<file path="config.mk">
export PLATFORM = sky130hd
export DESIGN_NAME = svpwm_minmax_injection
export DESIGN_NICKNAME = d
export VERILOG_FILES = /design/src/design/smi_pkg.sv /design/src/design/smi_front.sv /design/src/design/smi_queue.sv /design/src/design/smi_back.sv /design/src/design/svpwm_minmax_injection.sv
export SDC_FILE = /design/constraint.sdc
export NUM_CORES = 2
export LEC_CHECK = 0
export ABC_AREA = 0
export ABC_CLOCK_PERIOD_IN_PS = 17270
export BUFFER_PORTS_ARGS = -buffer_cell sky130_fd_sc_hd__clkbuf_2
export CORE_ASPECT_RATIO = 0.7
export CORE_MARGIN = 3
export CORE_UTILIZATION = 60
export CTS_CLUSTER_SIZE = 30
export DETAILED_ROUTE_END_ITERATION = 10
export GPL_TIMING_DRIVEN = 0
export PLACE_DENSITY = 0.77
export SKIP_CTS_REPAIR_TIMING = 1
export SLEW_MARGIN = 10
export SYNTH_ARGS = -nofsm -noshare
export SYNTH_HDL_FRONTEND = slang
export SYNTH_SLANG_ARGS = --single-unit
</file>
<file path="constraint.sdc">
create_clock -name clk -period 17.27 [get_ports clk]
set_input_delay 2.5905 -clock clk [delete_from_list [all_inputs] [get_ports clk]]
set_output_delay 2.5905 -clock clk [all_outputs]
set_load 0.02 [all_outputs]
</file>
<file path="src/design/smi_pkg.sv">
// Shared types and constants for the min-max injection SVPWM block.
// Used by every module under design/; depends on nothing.
`default_nettype none

package smi_pkg;

  // Field widths and fixed-point formats
  localparam int VOLT_WIDTH     = 16;   // Q7.8 voltages
  localparam int DUTY_FRAC_BITS = 15;   // Q1.15 duties
  localparam int DUTY_W         = 16;
  localparam int STAT_W         = 2;

  // sqrt(3) in Q16
  localparam int SQRT3_Q16 = 113512;
  localparam int SQ_W      = 18;

  // Internal widths: doubled phase voltages, span, numerator, remainder
  localparam int PH_W   = VOLT_WIDTH + 18;
  localparam int SPAN_W = PH_W + 1;
  localparam int NUM_W  = VOLT_WIDTH + 22;
  localparam int REM_W  = VOLT_WIDTH + 18;
  localparam int QUO_W  = DUTY_FRAC_BITS + 1;
  localparam int CNT_W  = $clog2(DUTY_FRAC_BITS + 1);

  // Shift amounts of the fixed-point scaling
  localparam int SH_HALF  = 16;   // alpha * 2^16
  localparam int SH_FULL  = 17;   // alpha * 2^17, span limit bus * 2^17
  localparam int SH_M     = 18;   // M = bus * 2^18
  localparam int SH_DEN   = 19;   // 2M = bus * 2^19

  // Front/back queue
  localparam int Q_DEPTH = 2;
  localparam int Q_PTR_W = (Q_DEPTH > 1) ? $clog2(Q_DEPTH) : 1;
  localparam int Q_CNT_W = $clog2(Q_DEPTH + 1);

  typedef enum logic [STAT_W-1:0] {
    STAT_OK      = 2'd0,
    STAT_BAD_BUS = 2'd1,
    STAT_OVERMOD = 2'd2
  } status_t;

  typedef logic signed [VOLT_WIDTH-1:0] volt_t;

  // One classified transaction handed from front to back
  typedef struct packed {
    status_t                  status;
    logic [2:0]               zero;   // duty forced to zero
    logic [2:0]               full;   // duty saturates at full on
    logic [2:0][REM_W-1:0]    rem;    // dividend per phase
    logic [REM_W-1:0]         den;    // 2M
  } smi_entry_t;

endpackage

`default_nettype wire

</file>
<file path="src/design/smi_front.sv">
// Front end: accepts transactions, runs inverse Clarke, min/max injection
// and status checks in four stall-able stages. Depends on smi_pkg.
`default_nettype none

module smi_front (
  input  wire logic                  clk,
  input  wire logic                  rst_n,
  input  wire logic                  in_valid,
  output logic                       in_ready,
  input  wire smi_pkg::volt_t        in_v_alpha,
  input  wire smi_pkg::volt_t        in_v_beta,
  input  wire smi_pkg::volt_t        in_bus_voltage,
  output logic                       push_valid,
  input  wire logic                  push_ready,
  output smi_pkg::smi_entry_t        push_entry
);

  localparam logic signed [smi_pkg::SQ_W-1:0] SQRT3_C = smi_pkg::SQ_W'(smi_pkg::SQRT3_Q16);

  // Stage valids and load enables
  logic v0_r, v1_r, v2_r, v3_r;
  logic v0_nxt, v1_nxt, v2_nxt, v3_nxt;
  logic ld0, ld1, ld2, ld3;

  assign ld3      = !v3_r || push_ready;
  assign ld2      = !v2_r || ld3;
  assign ld1      = !v1_r || ld2;
  assign ld0      = !v0_r || ld1;
  assign in_ready = ld0;

  always_comb begin
    v0_nxt = ld0 ? in_valid : v0_r;
    v1_nxt = ld1 ? v0_r     : v1_r;
    v2_nxt = ld2 ? v1_r     : v2_r;
    v3_nxt = ld3 ? v2_r     : v3_r;
  end

  always_ff @(posedge clk) begin
    if (!rst_n) begin
      v0_r <= 1'b0;
      v1_r <= 1'b0;
      v2_r <= 1'b0;
      v3_r <= 1'b0;
    end else begin
      v0_r <= v0_nxt;
      v1_r <= v1_nxt;
      v2_r <= v2_nxt;
      v3_r <= v3_nxt;
    end
  end

  // Stage 0: capture inputs, sqrt(3) * beta
  smi_pkg::volt_t                   alpha0_r, bus0_r;
  smi_pkg::volt_t                   alpha0_nxt, bus0_nxt;
  logic signed [smi_pkg::PH_W-1:0]  prod0_r, prod0_nxt;

  assign alpha0_nxt = in_v_alpha;
  assign bus0_nxt   = in_bus_voltage;
  assign prod0_nxt  = smi_pkg::PH_W'(in_v_beta) * smi_pkg::PH_W'(SQRT3_C);

  always_ff @(posedge clk) begin
    if (ld0) begin
      alpha0_r <= alpha0_nxt;
      bus0_r   <= bus0_nxt;
      prod0_r  <= prod0_nxt;
    end
  end

  // Stage 1: doubled phase voltages, bus sign and zero check
  logic signed [smi_pkg::PH_W-1:0]  ph1_r [3];
  logic signed [smi_pkg::PH_W-1:0]  ph1_nxt [3];
  logic signed [smi_pkg::PH_W-1:0]  alpha_ext, alpha_half;
  smi_pkg::volt_t                   bus1_r;
  logic                             bad1_r, bad1_nxt;

  always_comb begin
    alpha_ext  = smi_pkg::PH_W'(alpha0_r);
    alpha_half = alpha_ext <<< smi_pkg::SH_HALF;
    ph1_nxt[0] = alpha_ext <<< smi_pkg::SH_FULL;
    ph1_nxt[1] = prod0_r - alpha_half;
    ph1_nxt[2] = -alpha_half - prod0_r;
    bad1_nxt   = bus0_r[smi_pkg::VOLT_WIDTH-1] || (bus0_r == '0);
  end

  always_ff @(posedge clk) begin
    if (ld1) begin
      for (int i = 0; i < 3; i++) ph1_r[i] <= ph1_nxt[i];
      bus1_r <= bus0_r;
      bad1_r <= bad1_nxt;
    end
  end

  // Stage 2: largest and smallest phase
  logic signed [smi_pkg::PH_W-1:0]  ph2_r [3];
  logic signed [smi_pkg::PH_W-1:0]  hi2_r, lo2_r, hi2_nxt, lo2_nxt;
  smi_pkg::volt_t                   bus2_r;
  logic                             bad2_r;

  always_comb begin
    hi2_nxt = ph1_r[0];
    lo2_nxt = ph1_r[0];
    for (int i = 1; i < 3; i++) begin
      if (ph1_r[i] > hi2_nxt) hi2_nxt = ph1_r[i];
      if (ph1_r[i] < lo2_nxt) lo2_nxt = ph1_r[i];
    end
  end

  always_ff @(posedge clk) begin
    if (ld2) begin
      for (int i = 0; i < 3; i++) ph2_r[i] <= ph1_r[i];
      hi2_r  <= hi2_nxt;
      lo2_r  <= lo2_nxt;
      bus2_r <= bus1_r;
      bad2_r <= bad1_r;
    end
  end

  // Stage 3: numerators M + 2*(2x - hi - lo), overmodulation check
  logic signed [smi_pkg::NUM_W-1:0]  num3_r [3];
  logic signed [smi_pkg::NUM_W-1:0]  num3_nxt [3];
  logic signed [smi_pkg::NUM_W-1:0]  m_ext, hilo_ext;
  logic signed [smi_pkg::SPAN_W-1:0] span, span_lim;
  smi_pkg::status_t                  status3_r, status3_nxt;
  smi_pkg::volt_t                    bus3_r;

  always_comb begin
    m_ext    = smi_pkg::NUM_W'(bus2_r) <<< smi_pkg::SH_M;
    hilo_ext = (smi_pkg::NUM_W'(hi2_r) + smi_pkg::NUM_W'(lo2_r)) <<< 1;
    for (int i = 0; i < 3; i++) begin
      num3_nxt[i] = m_ext + (smi_pkg::NUM_W'(ph2_r[i]) <<< 2) - hilo_ext;
    end
    span     = smi_pkg::SPAN_W'(hi2_r) - smi_pkg::SPAN_W'(lo2_r);
    span_lim = smi_pkg::SPAN_W'(bus2_r) <<< smi_pkg::SH_FULL;
    priority if (bad2_r) begin
      status3_nxt = smi_pkg::STAT_BAD_BUS;
    end else if (span > span_lim) begin
      status3_nxt = smi_pkg::STAT_OVERMOD;
    end else begin
      status3_nxt = smi_pkg::STAT_OK;
    end
  end

  always_ff @(posedge clk) begin
    if (ld3) begin
      for (int i = 0; i < 3; i++) num3_r[i] <= num3_nxt[i];
      status3_r <= status3_nxt;
      bus3_r    <= bus2_r;
    end
  end

  // Classify each phase against the divisor 2M and build the queue entry
  logic signed [smi_pkg::NUM_W-1:0] den_s;

  always_comb begin
    den_s             = smi_pkg::NUM_W'(bus3_r) <<< smi_pkg::SH_DEN;
    push_entry.status = status3_r;
    push_entry.den    = smi_pkg::REM_W'(bus3_r[smi_pkg::VOLT_WIDTH-2:0]) << smi_pkg::SH_DEN;
    for (int i = 0; i < 3; i++) begin
      push_entry.zero[i] = (status3_r != smi_pkg::STAT_OK) || num3_r[i][smi_pkg::NUM_W-1] ||
                           (num3_r[i] == '0);
      push_entry.full[i] = !push_entry.zero[i] && (num3_r[i] >= den_s);
      push_entry.rem[i]  = num3_r[i][smi_pkg::REM_W-1:0];
    end
  end

  assign push_valid = v3_r;

endmodule

`default_nettype wire

</file>
<file path="src/design/smi_queue.sv">
// Two-entry queue between front and back ends.
// Depends on smi_pkg for the entry type and depth.
`default_nettype none

module smi_queue (
  input  wire logic                 clk,
  input  wire logic                 rst_n,
  input  wire logic                 push_valid,
  output logic                      push_ready,
  input  wire smi_pkg::smi_entry_t  push_entry,
  output logic                      pop_valid,
  input  wire logic                 pop_ready,
  output smi_pkg::smi_entry_t       pop_entry
);

  smi_pkg::smi_entry_t           entries_r [smi_pkg::Q_DEPTH];
  logic [smi_pkg::Q_PTR_W-1:0]   wr_ptr_r, wr_ptr_nxt, rd_ptr_r, rd_ptr_nxt;
  logic [smi_pkg::Q_CNT_W-1:0]   count_r, count_nxt;
  logic                          push, pop;

  assign push_ready = (count_r != smi_pkg::Q_CNT_W'(smi_pkg::Q_DEPTH));
  assign pop_valid  = (count_r != '0);
  assign push       = push_valid && push_ready;
  assign pop        = pop_valid && pop_ready;
  assign pop_entry  = entries_r[rd_ptr_r];

  // Pointer wrap and occupancy
  always_comb begin
    wr_ptr_nxt = wr_ptr_r;
    rd_ptr_nxt = rd_ptr_r;
    if (push) begin
      wr_ptr_nxt = (wr_ptr_r == smi_pkg::Q_PTR_W'(smi_pkg::Q_DEPTH - 1)) ? '0 : wr_ptr_r + 1'b1;
    end
    if (pop) begin
      rd_ptr_nxt = (rd_ptr_r == smi_pkg::Q_PTR_W'(smi_pkg::Q_DEPTH - 1)) ? '0 : rd_ptr_r + 1'b1;
    end
    unique case ({push, pop})
      2'b10:   count_nxt = count_r + 1'b1;
      2'b01:   count_nxt = count_r - 1'b1;
      default: count_nxt = count_r;
    endcase
  end

  always_ff @(posedge clk) begin
    if (!rst_n) begin
      wr_ptr_r <= '0;
      rd_ptr_r <= '0;
      count_r  <= '0;
    end else begin
      wr_ptr_r <= wr_ptr_nxt;
      rd_ptr_r <= rd_ptr_nxt;
      count_r  <= count_nxt;
    end
  end

  // Entry storage, no reset
  always_ff @(posedge clk) begin
    if (push) entries_r[wr_ptr_r] <= push_entry;
  end

  a_count_bound: assert property (@(posedge clk) disable iff (!rst_n)
    count_r <= smi_pkg::Q_CNT_W'(smi_pkg::Q_DEPTH))
    else $error("queue occupancy above depth");

endmodule

`default_nettype wire

</file>
<file path="src/design/smi_back.sv">
// Back end: three restoring dividers (one quotient bit per cycle) produce the
// duties, with rounding and clamping, into an output register. Uses smi_pkg.
`default_nettype none

module smi_back (
  input  wire logic                  clk,
  input  wire logic                  rst_n,
  input  wire logic                  q_valid,
  output logic                       q_ready,
  input  wire smi_pkg::smi_entry_t   q_entry,
  output logic                       out_valid,
  input  wire logic                  out_ready,
  output logic [smi_pkg::DUTY_W-1:0] out_duty_a,
  output logic [smi_pkg::DUTY_W-1:0] out_duty_b,
  output logic [smi_pkg::DUTY_W-1:0] out_duty_c,
  output logic [smi_pkg::STAT_W-1:0] out_status
);

  typedef enum logic [2:0] {
    ST_IDLE = 3'b001,
    ST_DIV  = 3'b010,
    ST_FIN  = 3'b100
  } state_t;

  localparam logic [smi_pkg::QUO_W-1:0] FULL_ON = smi_pkg::QUO_W'(1) << smi_pkg::DUTY_FRAC_BITS;

  state_t                          state_r, state_nxt;
  logic [smi_pkg::CNT_W-1:0]       cnt_r, cnt_nxt;
  logic [smi_pkg::REM_W-1:0]       rem_r [3];
  logic [smi_pkg::REM_W-1:0]       rem_nxt [3];
  logic [smi_pkg::QUO_W-1:0]       quo_r [3];
  logic [smi_pkg::QUO_W-1:0]       quo_nxt [3];
  logic [smi_pkg::REM_W-1:0]       den_r, den_nxt;
  smi_pkg::status_t                status_r, status_nxt;
  logic [2:0]                      zero_r, zero_nxt, full_r, full_nxt;

  logic                            out_valid_r, out_valid_nxt;
  logic [smi_pkg::DUTY_W-1:0]      duty_r [3];
  logic [smi_pkg::DUTY_W-1:0]      duty_nxt [3];
  smi_pkg::status_t                out_status_r, out_status_nxt;

  logic                            out_free, fin_fire, load_en;
  logic [smi_pkg::REM_W:0]         shifted [3];
  logic [smi_pkg::REM_W:0]         den_ext;
  logic [2:0]                      ge;
  logic [smi_pkg::QUO_W-1:0]       duty_fin [3];

  assign out_free = !out_valid_r || out_ready;
  assign fin_fire = (state_r == ST_FIN) && out_free;
  assign load_en  = q_valid && ((state_r == ST_IDLE) || fin_fire);
  assign q_ready  = load_en;

  // Divider step and final rounding per phase
  always_comb begin
    den_ext = {1'b0, den_r};
    for (int i = 0; i < 3; i++) begin
      shifted[i] = {rem_r[i], 1'b0};
      ge[i]      = (shifted[i] >= den_ext);
      priority if (zero_r[i]) begin
        duty_fin[i] = '0;
      end else if (full_r[i]) begin
        duty_fin[i] = FULL_ON;
      end else begin
        duty_fin[i] = quo_r[i] + smi_pkg::QUO_W'(ge[i]);
      end
    end
  end

  // Sequencer
  always_comb begin
    state_nxt = state_r;
    unique case (state_r)
      ST_IDLE: if (q_valid) state_nxt = ST_DIV;
      ST_DIV:  if (cnt_r == smi_pkg::CNT_W'(smi_pkg::DUTY_FRAC_BITS - 1)) state_nxt = ST_FIN;
      ST_FIN:  if (out_free) state_nxt = q_valid ? ST_DIV : ST_IDLE;
      default: state_nxt = ST_IDLE;
    endcase
  end

  // Working registers: load from queue or iterate
  always_comb begin
    cnt_nxt    = cnt_r;
    den_nxt    = den_r;
    status_nxt = status_r;
    zero_nxt   = zero_r;
    full_nxt   = full_r;
    for (int i = 0; i < 3; i++) begin
      rem_nxt[i] = rem_r[i];
      quo_nxt[i] = quo_r[i];
    end
    if (load_en) begin
      cnt_nxt    = '0;
      den_nxt    = q_entry.den;
      status_nxt = q_entry.status;
      zero_nxt   = q_entry.zero;
      full_nxt   = q_entry.full;
      for (int i = 0; i < 3; i++) begin
        rem_nxt[i] = q_entry.rem[i];
        quo_nxt[i] = '0;
      end
    end else if (state_r == ST_DIV) begin
      cnt_nxt = cnt_r + 1'b1;
      for (int i = 0; i < 3; i++) begin
        rem_nxt[i] = ge[i] ? smi_pkg::REM_W'(shifted[i] - den_ext)
                           : shifted[i][smi_pkg::REM_W-1:0];
        quo_nxt[i] = {quo_r[i][smi_pkg::QUO_W-2:0], ge[i]};
      end
    end
  end

  // Output register
  always_comb begin
    out_valid_nxt  = out_valid_r;
    out_status_nxt = out_status_r;
    for (int i = 0; i < 3; i++) duty_nxt[i] = duty_r[i];
    if (fin_fire) begin
      out_valid_nxt  = 1'b1;
      out_status_nxt = status_r;
      for (int i = 0; i < 3; i++) duty_nxt[i] = smi_pkg::DUTY_W'(duty_fin[i]);
    end else if (out_ready) begin
      out_valid_nxt = 1'b0;
    end
  end

  always_ff @(posedge clk) begin
    if (!rst_n) begin
      state_r     <= ST_IDLE;
      out_valid_r <= 1'b0;
    end else begin
      state_r     <= state_nxt;
      out_valid_r <= out_valid_nxt;
    end
  end

  always_ff @(posedge clk) begin
    cnt_r        <= cnt_nxt;
    den_r        <= den_nxt;
    status_r     <= status_nxt;
    zero_r       <= zero_nxt;
    full_r       <= full_nxt;
    out_status_r <= out_status_nxt;
    for (int i = 0; i < 3; i++) begin
      rem_r[i]  <= rem_nxt[i];
      quo_r[i]  <= quo_nxt[i];
      duty_r[i] <= duty_nxt[i];
    end
  end

  assign out_valid  = out_valid_r;
  assign out_duty_a = duty_r[0];
  assign out_duty_b = duty_r[1];
  assign out_duty_c = duty_r[2];
  assign out_status = out_status_r;

  // A fault status always comes with zero duties
  a_fault_zero: assert property (@(posedge clk) disable iff (!rst_n)
    out_valid_r && (out_status_r != smi_pkg::STAT_OK) |->
      (duty_r[0] == '0) && (duty_r[1] == '0) && (duty_r[2] == '0))
    else $error("nonzero duty with fault status");

  // Duties never exceed full on
  a_duty_range: assert property (@(posedge clk) disable iff (!rst_n)
    out_valid_r |-> (duty_r[0] <= smi_pkg::DUTY_W'(FULL_ON)) &&
      (duty_r[1] <= smi_pkg::DUTY_W'(FULL_ON)) && (duty_r[2] <= smi_pkg::DUTY_W'(FULL_ON)))
    else $error("duty above full on");

  // A finished result waits while the output register is occupied
  a_fin_hold: assert property (@(posedge clk) disable iff (!rst_n)
    (state_r == ST_FIN) && !out_free |-> !q_ready ##1 (state_r == ST_FIN))
    else $error("finished result dropped under back-pressure");

endmodule

`default_nettype wire

</file>
<file path="src/design/svpwm_minmax_injection.sv">
// Min-max common-mode injection SVPWM, top level: front end, queue, back end.
// The back end divides one transaction at a time: a 15-step restoring divider,
// then a finish state; the front end takes one per cycle unless back-pressure
// from the queue stalls it.
// Reset (rst_n, synchronous, active low) clears stage valids, queue pointers,
// the sequencer and out_valid; datapath registers are not reset.
`default_nettype none

module svpwm_minmax_injection (
  input  wire logic                  clk,
  input  wire logic                  rst_n,
  input  wire logic                  in_valid,
  output logic                       in_ready,
  input  wire smi_pkg::volt_t        in_v_alpha,
  input  wire smi_pkg::volt_t        in_v_beta,
  input  wire smi_pkg::volt_t        in_bus_voltage,
  output logic                       out_valid,
  input  wire logic                  out_ready,
  output logic [smi_pkg::DUTY_W-1:0] out_duty_a,
  output logic [smi_pkg::DUTY_W-1:0] out_duty_b,
  output logic [smi_pkg::DUTY_W-1:0] out_duty_c,
  output logic [smi_pkg::STAT_W-1:0] out_status
);

  logic                 push_valid, push_ready, pop_valid, pop_ready;
  smi_pkg::smi_entry_t  push_entry, pop_entry;

  // Transform and classification
  smi_front u_front (
    .clk            (clk),
    .rst_n          (rst_n),
    .in_valid       (in_valid),
    .in_ready       (in_ready),
    .in_v_alpha     (in_v_alpha),
    .in_v_beta      (in_v_beta),
    .in_bus_voltage (in_bus_voltage),
    .push_valid     (push_valid),
    .push_ready     (push_ready),
    .push_entry     (push_entry)
  );

  // Decoupling queue
  smi_queue u_queue (
    .clk        (clk),
    .rst_n      (rst_n),
    .push_valid (push_valid),
    .push_ready (push_ready),
    .push_entry (push_entry),
    .pop_valid  (pop_valid),
    .pop_ready  (pop_ready),
    .pop_entry  (pop_entry)
  );

  // Division and output
  smi_back u_back (
    .clk        (clk),
    .rst_n      (rst_n),
    .q_valid    (pop_valid),
    .q_ready    (pop_ready),
    .q_entry    (pop_entry),
    .out_valid  (out_valid),
    .out_ready  (out_ready),
    .out_duty_a (out_duty_a),
    .out_duty_b (out_duty_b),
    .out_duty_c (out_duty_c),
    .out_status (out_status)
  );

endmodule

`default_nettype wire

</file>
* Word-level counts from Yosys, hierarchy flattened
Memory sizes are Yosys's and may differ from the RTL's. A register that Yosys moved wholly into a read port is not among the register bits. Index checks and enable logic that the tools add are counted.
Word-level totals: input port bits 52, bits in latches 0, memories kept 7, RAM bits 766, register bits after elaboration 243, output and inout port bits 52, ROM bits 0, word-level logic and storage cells 153
Operators by class: add/subtract/negate cells 22, multipliers 1, multiplexer cells 39, bitwise gates (word level) 0, shift operators 0, order comparisons 11, eq/ne operators 10, div/mod/pow operators 0, reduce and logical (&&, ||, !) cells 37
Memories:
- u_queue.entries_r | words 2, width 125, rd ports 1, clocked after memory_dff 1, wr ports 1, RTL line smi_queue.sv:16 | smi_pkg::smi_entry_t entries_r [smi_pkg::Q_DEPTH];
- u_front.num3_r | words 3, width 38, rd ports 3, clocked after memory_dff 0, wr ports 3, RTL line smi_front.sv:119 | logic signed [smi_pkg::NUM_W-1:0] num3_r [3];
- u_back.rem_r | words 3, width 34, rd ports 3, clocked after memory_dff 0, wr ports 3, RTL line smi_back.sv:29 | logic [smi_pkg::REM_W-1:0] rem_r [3];
- u_front.ph1_r | words 3, width 34, rd ports 3, clocked after memory_dff 0, wr ports 3, RTL line smi_front.sv:70 | logic signed [smi_pkg::PH_W-1:0] ph1_r [3];
- u_front.ph2_r | words 3, width 34, rd ports 3, clocked after memory_dff 0, wr ports 3, RTL line smi_front.sv:94 | logic signed [smi_pkg::PH_W-1:0] ph2_r [3];
- u_back.duty_r | words 3, width 16, rd ports 3, clocked after memory_dff 0, wr ports 3, RTL line smi_back.sv:38 | logic [smi_pkg::DUTY_W-1:0] duty_r [3];
- 1 more memories
Operators by type and width (number):
- $mux W34 | 7
- $mux W102 | 2
- $mux W48 | 3
- $sub A34 B34 Y34 | 4
- $ge A38 B35 Y1 | 3
- $logic_not A38 Y1 | 3
- $sub A38 B38 Y38 | 3
- $add A34 B36 Y37 | 3
- $ge A35 B34 Y1 | 3
- $mux W16 | 6
- $gt A34 B34 Y1 | 2
- $lt A34 B34 Y1 | 2
- $add A16 B1 Y16 | 3
- $add A34 B34 Y35 | 1
- $gt A35 B33 Y1 | 1
- $sub A34 B34 Y35 | 1
- $neg A32 Y34 | 1
- $sub A34 B32 Y34 | 1
- $mul A16 B15 Y31 const B | 1
- $logic_not A16 Y1 | 1
- $mux W1 | 14
- $logic_or A1 B1 Y1 | 13
- $mux W3 | 3
- $pmux W3 S3 | 1
- other kinds (18) | 38

* Logic depth before layout (Yosys ltp)
depth after elaboration 8, mapped depth 28, mapped depth without buffers 25

* By module
Synthesis repeated with hierarchy kept, for this count alone.
Unflattened totals: cell total of the unflattened synthesis 5679, area, all modules 63133.0 um^2
Modules (own cells, without submodules):
- smi_front | cells each 3365, instances 1, area an instance 36122.1 um^2, seq. area each 12992.5 um^2
- smi_back | cells each 1842, instances 1, area an instance 16382.0 um^2, seq. area each 6946.7 um^2
- smi_queue | cells each 472, instances 1, area an instance 10628.9 um^2, seq. area each 8748.4 um^2

* Worst setup path after synthesis
No wires, ideal clock.
kind input to register, start in in_v_beta[10], end reg u_front.prod0_r[33] (netlist name), data pin, stages on the path 22, slack 9.127 ns, buffers on the path 0, arrival time 7.877 ns, required time 17.004 ns, library setup time 0.266 ns, path through ha_1 inv_1 fa_1 inv_1 fa_1 fa_1 fa_1 inv_1 fa_1 inv_1 ha_1 a21o_1 a21oi_1 o21bai_1 a21oi_1 o21ai_0 or3_1 o221a_2 nor4_1 o311ai_1 o41ai_1 xnor2_1
On the way: longest elaborated chain between the ends 1
Ends and longest elaborated chain:
- from (decl) | RTL line svpwm_minmax_injection.sv:15 | input wire smi_pkg::volt_t in_v_beta,
- $mul A16 B15 Y31 | RTL line smi_front.sv:59 | assign prod0_nxt = smi_pkg::PH_W'(in_v_beta) * smi_pkg::PH_W'(SQRT3_C);
- named net u_front.prod0_nxt (one bit) | RTL line smi_front.sv:55 | logic signed [smi_pkg::PH_W-1:0] prod0_r, prod0_nxt;
- to (signal assigned) | RTL line smi_front.sv:65 | prod0_r <= prod0_nxt;
- to (decl) | RTL line smi_front.sv:55
The timed path passes the listed nets, and every way through them passes these cells. A chain may end at the register's enable or synchronous reset.

* Worst setup path in the final report
start in in_v_beta[15], end reg u_front.prod0_r[33] (netlist name), data pin
The elaborated chain is that of the path after synthesis.

==> results by stage <==
Synthesis:
- In this run, synthesis inferred 810 flip-flops with an integrated enable.
- For this run, the leading register cell type out of synthesis is edfxtp_1.
- The synthesized design contains between 800 and 900 register bits.
- The largest family of logic cells by synthesized area is adder cells.
- The synthesized netlist devotes about 13% of its cell area to compound gates.
- The distinct cell type count of the synthesized netlist is 100.
- After synthesis the cells add up to around 55000 um2.
- The number of instances in the synthesized netlist is 4951.
- The sequential element share of the synthesized area is 46.55%.
- Yosys printed 0 warnings.
- Each instance of the synthesized netlist takes up on average approximately 11 um2.
- The fraction of registers with async set/reset is 0%.
- The number of nets produced by synthesis is roughly 5700.
- After Yosys synthesis, and, or, nand and nor cells account for around 10% of the synthesized area.
- The portion of netlist area occupied by mux cells is under 10%.
- Summing the areas of all fa, ha and maj instances in the mapped netlist gives between 15 and 20% of the synthesized area.
- The post-synthesis xor/xnor area fraction is under 10%.

Place:
- Buffers placed on the I/O ports in this run total about 100.
- At the end of routability-driven placement, the weighted congestion stood at roughly 0.95.
- Detailed placement finished with a half-perimeter wire length of about 110 mm.

Run status:
- The flow ran to the end, and the final reports show no timing, DRC or antenna violations.

STA:
- At the pin with the least slew margin, the transition time is 1141 ps.
- The number of hold-slack violations in the final timing report is 0.
- Setup repair after global routing left no endpoint under its margin.
- The worst-case clock skew is approximately 26 ps.
- Dividing the final minimum period by the clock period gives about half.
- Subtracting the final worst setup slack from the clock period gives between 8000 and 9000 ps.
- The sum of negative setup slack is 0 ps.
- Static timing analysis puts the maximum clock frequency at approximately 120 MHz.
- The worst-case headroom to the max-slew limit is about a quarter.
- The max-slew violation count was 0.
- Setup violations remaining at the end of the flow were counted as 0.

Finish:
- The count of nets after finishing is about 6000.
- Leaving out fill and tap cells, the most frequent cells in the layout are edfxtp_1, ha_1, inv_1.
- The number of antenna diodes in the final layout is 0.
- Fill cells in the final layout number between 6000 and 7000.
- The relative area change from synthesis to final layout is 9.529%.
- The fraction of final layout cells with drive strength greater than 1 is 6.854%.
- The most frequent standard cell in the layout excluding fill and tap cells is edfxtp_1.

Setup path:
- The endpoint required time on the critical path is about 18000 ps.
- The type of element capturing the critical path is a flip-flop.
- The worst setup path is of the input pin to flip-flop kind.
- Of all nets on the critical path, the largest fanout is 19.
- Data arrives at the worst endpoint at ~8800 ps.
- The type of element launching the critical path is an input pin.

Route:
- The total via count after detailed routing is 39321.
- The starting DRC count in detailed routing is roughly 4100.
- The remaining design rule violation count is 0.
- The detailed-router iteration count before antenna repair is 8.
- The average wire per standard cell is about 22 um.
- The final layout contains routed wiring with a total length of around 140 mm.
- The final antenna-violating net count is 0.
- The per-cell via count in the routed design is 6.101.

Global route:
- The via count of the first global-routing pass was 37417.
- Entering global routing, the biggest net connects 94 pins.
- The total track usage is around 29%.
- The first global-routing pass estimated ~210 mm of wire.
- The initial antenna violation count was 2.
- The total overflow left after global routing is 0.

Floorplan:
- The die area is approximately 95000 um2.
- The number of standard-cell rows in the floorplan is 92.
- The die is 259.4 um tall.
- The core footprint is just over 90000 um2.
- 104 I/O pins were placed.
- The starting density of the core is around three fifths.
- The floorplan die width is roughly 370 um.

Clocking:
- CTS built an H-tree with a depth of 3.
- The total CTS buffers is 83.
- The TritonCTS clock tree is built.
- The maximum clock insertion buffer count is 3.
- The CTS root buffer is clkbuf_16.
- Clock latency on the worst-skew pair, taken at its later pin, is 680 ps.
- The number of sinks on the clock net is about 880.
- The clock-pin slew reported for the worst setup and hold paths after clock tree synthesis is approximately 70 ps.

Job:
- The number of maximum-capacitance violations is 0.

Worst hold path:
- The kind of path behind the tightest hold check is flip-flop to flip-flop.
-- cells by family after synthesis --
family	after synthesis
AND/OR/NAND/NOR	1122
AO/OA/AOI/OAI	1117
flip-flops	875
adder cells (fa/ha/maj)	705
buffers and inverters	644
XOR/XNOR	302
multiplexers	186
-- synth_stat cells (81+ instances only) --
cell | n | area share [%]
clkbuf_1 | 92 | 0.63
a21oi_1 | 332 | 3.0
inv_1 | 521 | 3.6
nand2_1 | 309 | 2.1
o21ai_0 | 259 | 2.4
nor2b_1 | 81 | 0.92
xnor2_1 | 206 | 3.3
fa_1 | 126 | 4.6
ha_1 | 579 | 13
nor2_1 | 272 | 1.9
edfxtp_1 | 810 | 44
xor2_1 | 93 | 1.5
a21o_1 | 121 | 1.7
mux2i_1 | 156 | 2.8
nand3_1 | 92 | 0.84
-- worst max-delay path: stages --
cell and delay, ps:
clkbuf_2 300, ha_1 510, inv_1 80, fa_1 480, inv_1 50, fa_1 510, fa_1 440, fa_1 540
inv_1 50, fa_1 490, inv_1 40, ha_1 360, a21o_1 180, a21oi_1 150, o21bai_1 100, a21oi_1 140
o21ai_0 150, or3_1 340, o221a_2 260, nor4_1 360, o311ai_1 210, o41ai_1 330, xnor2_1 120
-- routing by layer --
metal  track usage, %  share of wire [%]  up-vias  wire length [um]
met5                0             0.0065        -                 9
met4            6.688                2.3        2              3180
met3            6.477                 10      208             14050
met2            42.72                 42     1714             58620
met1            43.82                 45    19010             63250
li1                 -                  -    18387                 -
-- flip-flops by register name, indices dropped and copies added, names as in the netlist, 2 cells and up, named ones only --
| name | count |
|---|---|
| u_back.status_r | 2 |
| u_front.bus2_r | 16 |
| u_front.ph1_r | 77 |
| u_back.zero_r | 3 |
| u_front.status3_r | 2 |
| u_back.out_status | 2 |
| u_front.hi2_r | 31 |
| u_front.ph2_r | 77 |
| u_back.den_r | 15 |
| u_back.rem_r | 87 |
| u_back.full_r | 3 |
| u_queue.count_r | 2 |
| u_front.bus1_r | 16 |
| u_front.alpha0_r | 16 |
| u_front.bus0_r | 16 |
| u_back.state_r | 3 |
| u_queue.entries_r | 220 |
| u_back.duty_r | 48 |
| u_front.prod0_r | 31 |
| u_back.cnt_r | 4 |
| u_back.quo_r | 48 |
| u_front.lo2_r | 31 |
| u_front.bus3_r | 16 |
| u_front.num3_r | 99 |
-- path summary, 6_finish.rpt --
| kind | from | to | slack, ps | cells after the start |
|---|---|---|---|---|
| hold reg to reg | u_front.bus1_r[1] | u_front.bus2_r[1] | 400 | 0 |
| setup reg to reg | u_front.ph1_r[0][18] | u_front.hi2_r[33] | 8850 | 25 |
| hold / removal | u_front.bus1_r[1] | u_front.bus2_r[1] | 400 | 0 |
| setup / recovery | in_v_beta[15] | u_front.prod0_r[33] | 8850 | 23 |
-- cell type report --
| cell class | count | area (um2) | share of cell area [%] |
|---|---|---|---|
| Multi-Input combinational cell | 3432 | 27020 | 44.82 |
| Sequential cell | 875 | 25620 | 42.50 |
| Clock buffer | 107 | 2237 | 3.711 |
| Inverter | 524 | 1977 | 3.279 |
| Tap cell | 1222 | 1529 | 2.536 |
| Timing Repair Buffer | 121 | 893.4 | 1.482 |
| Clock inverter | 44 | 534.3 | 0.8861 |
| Buffer | 120 | 471.7 | 0.7824 |
-- metrics by stage --
stage          setup WS, ps  area, um2  instances  util, %  hold WS [ps]
2_1_floorplan          9127      55050       4951        -         400.3
3_3_place_gp           8229      57090       6276    63.10         402.2
3_5_place_dp           8205      57510       6294    63.56         404.5
4_1_cts                8690      60280       6445    66.63         403.0
5_1_grt                8323      60290       6445    66.64         415.7
6_report               8845      60290       6445    66.64         404.8
Power is not shown: default switching activity piles up to over one toggle a cycle in this logic, so the estimate is an artifact.
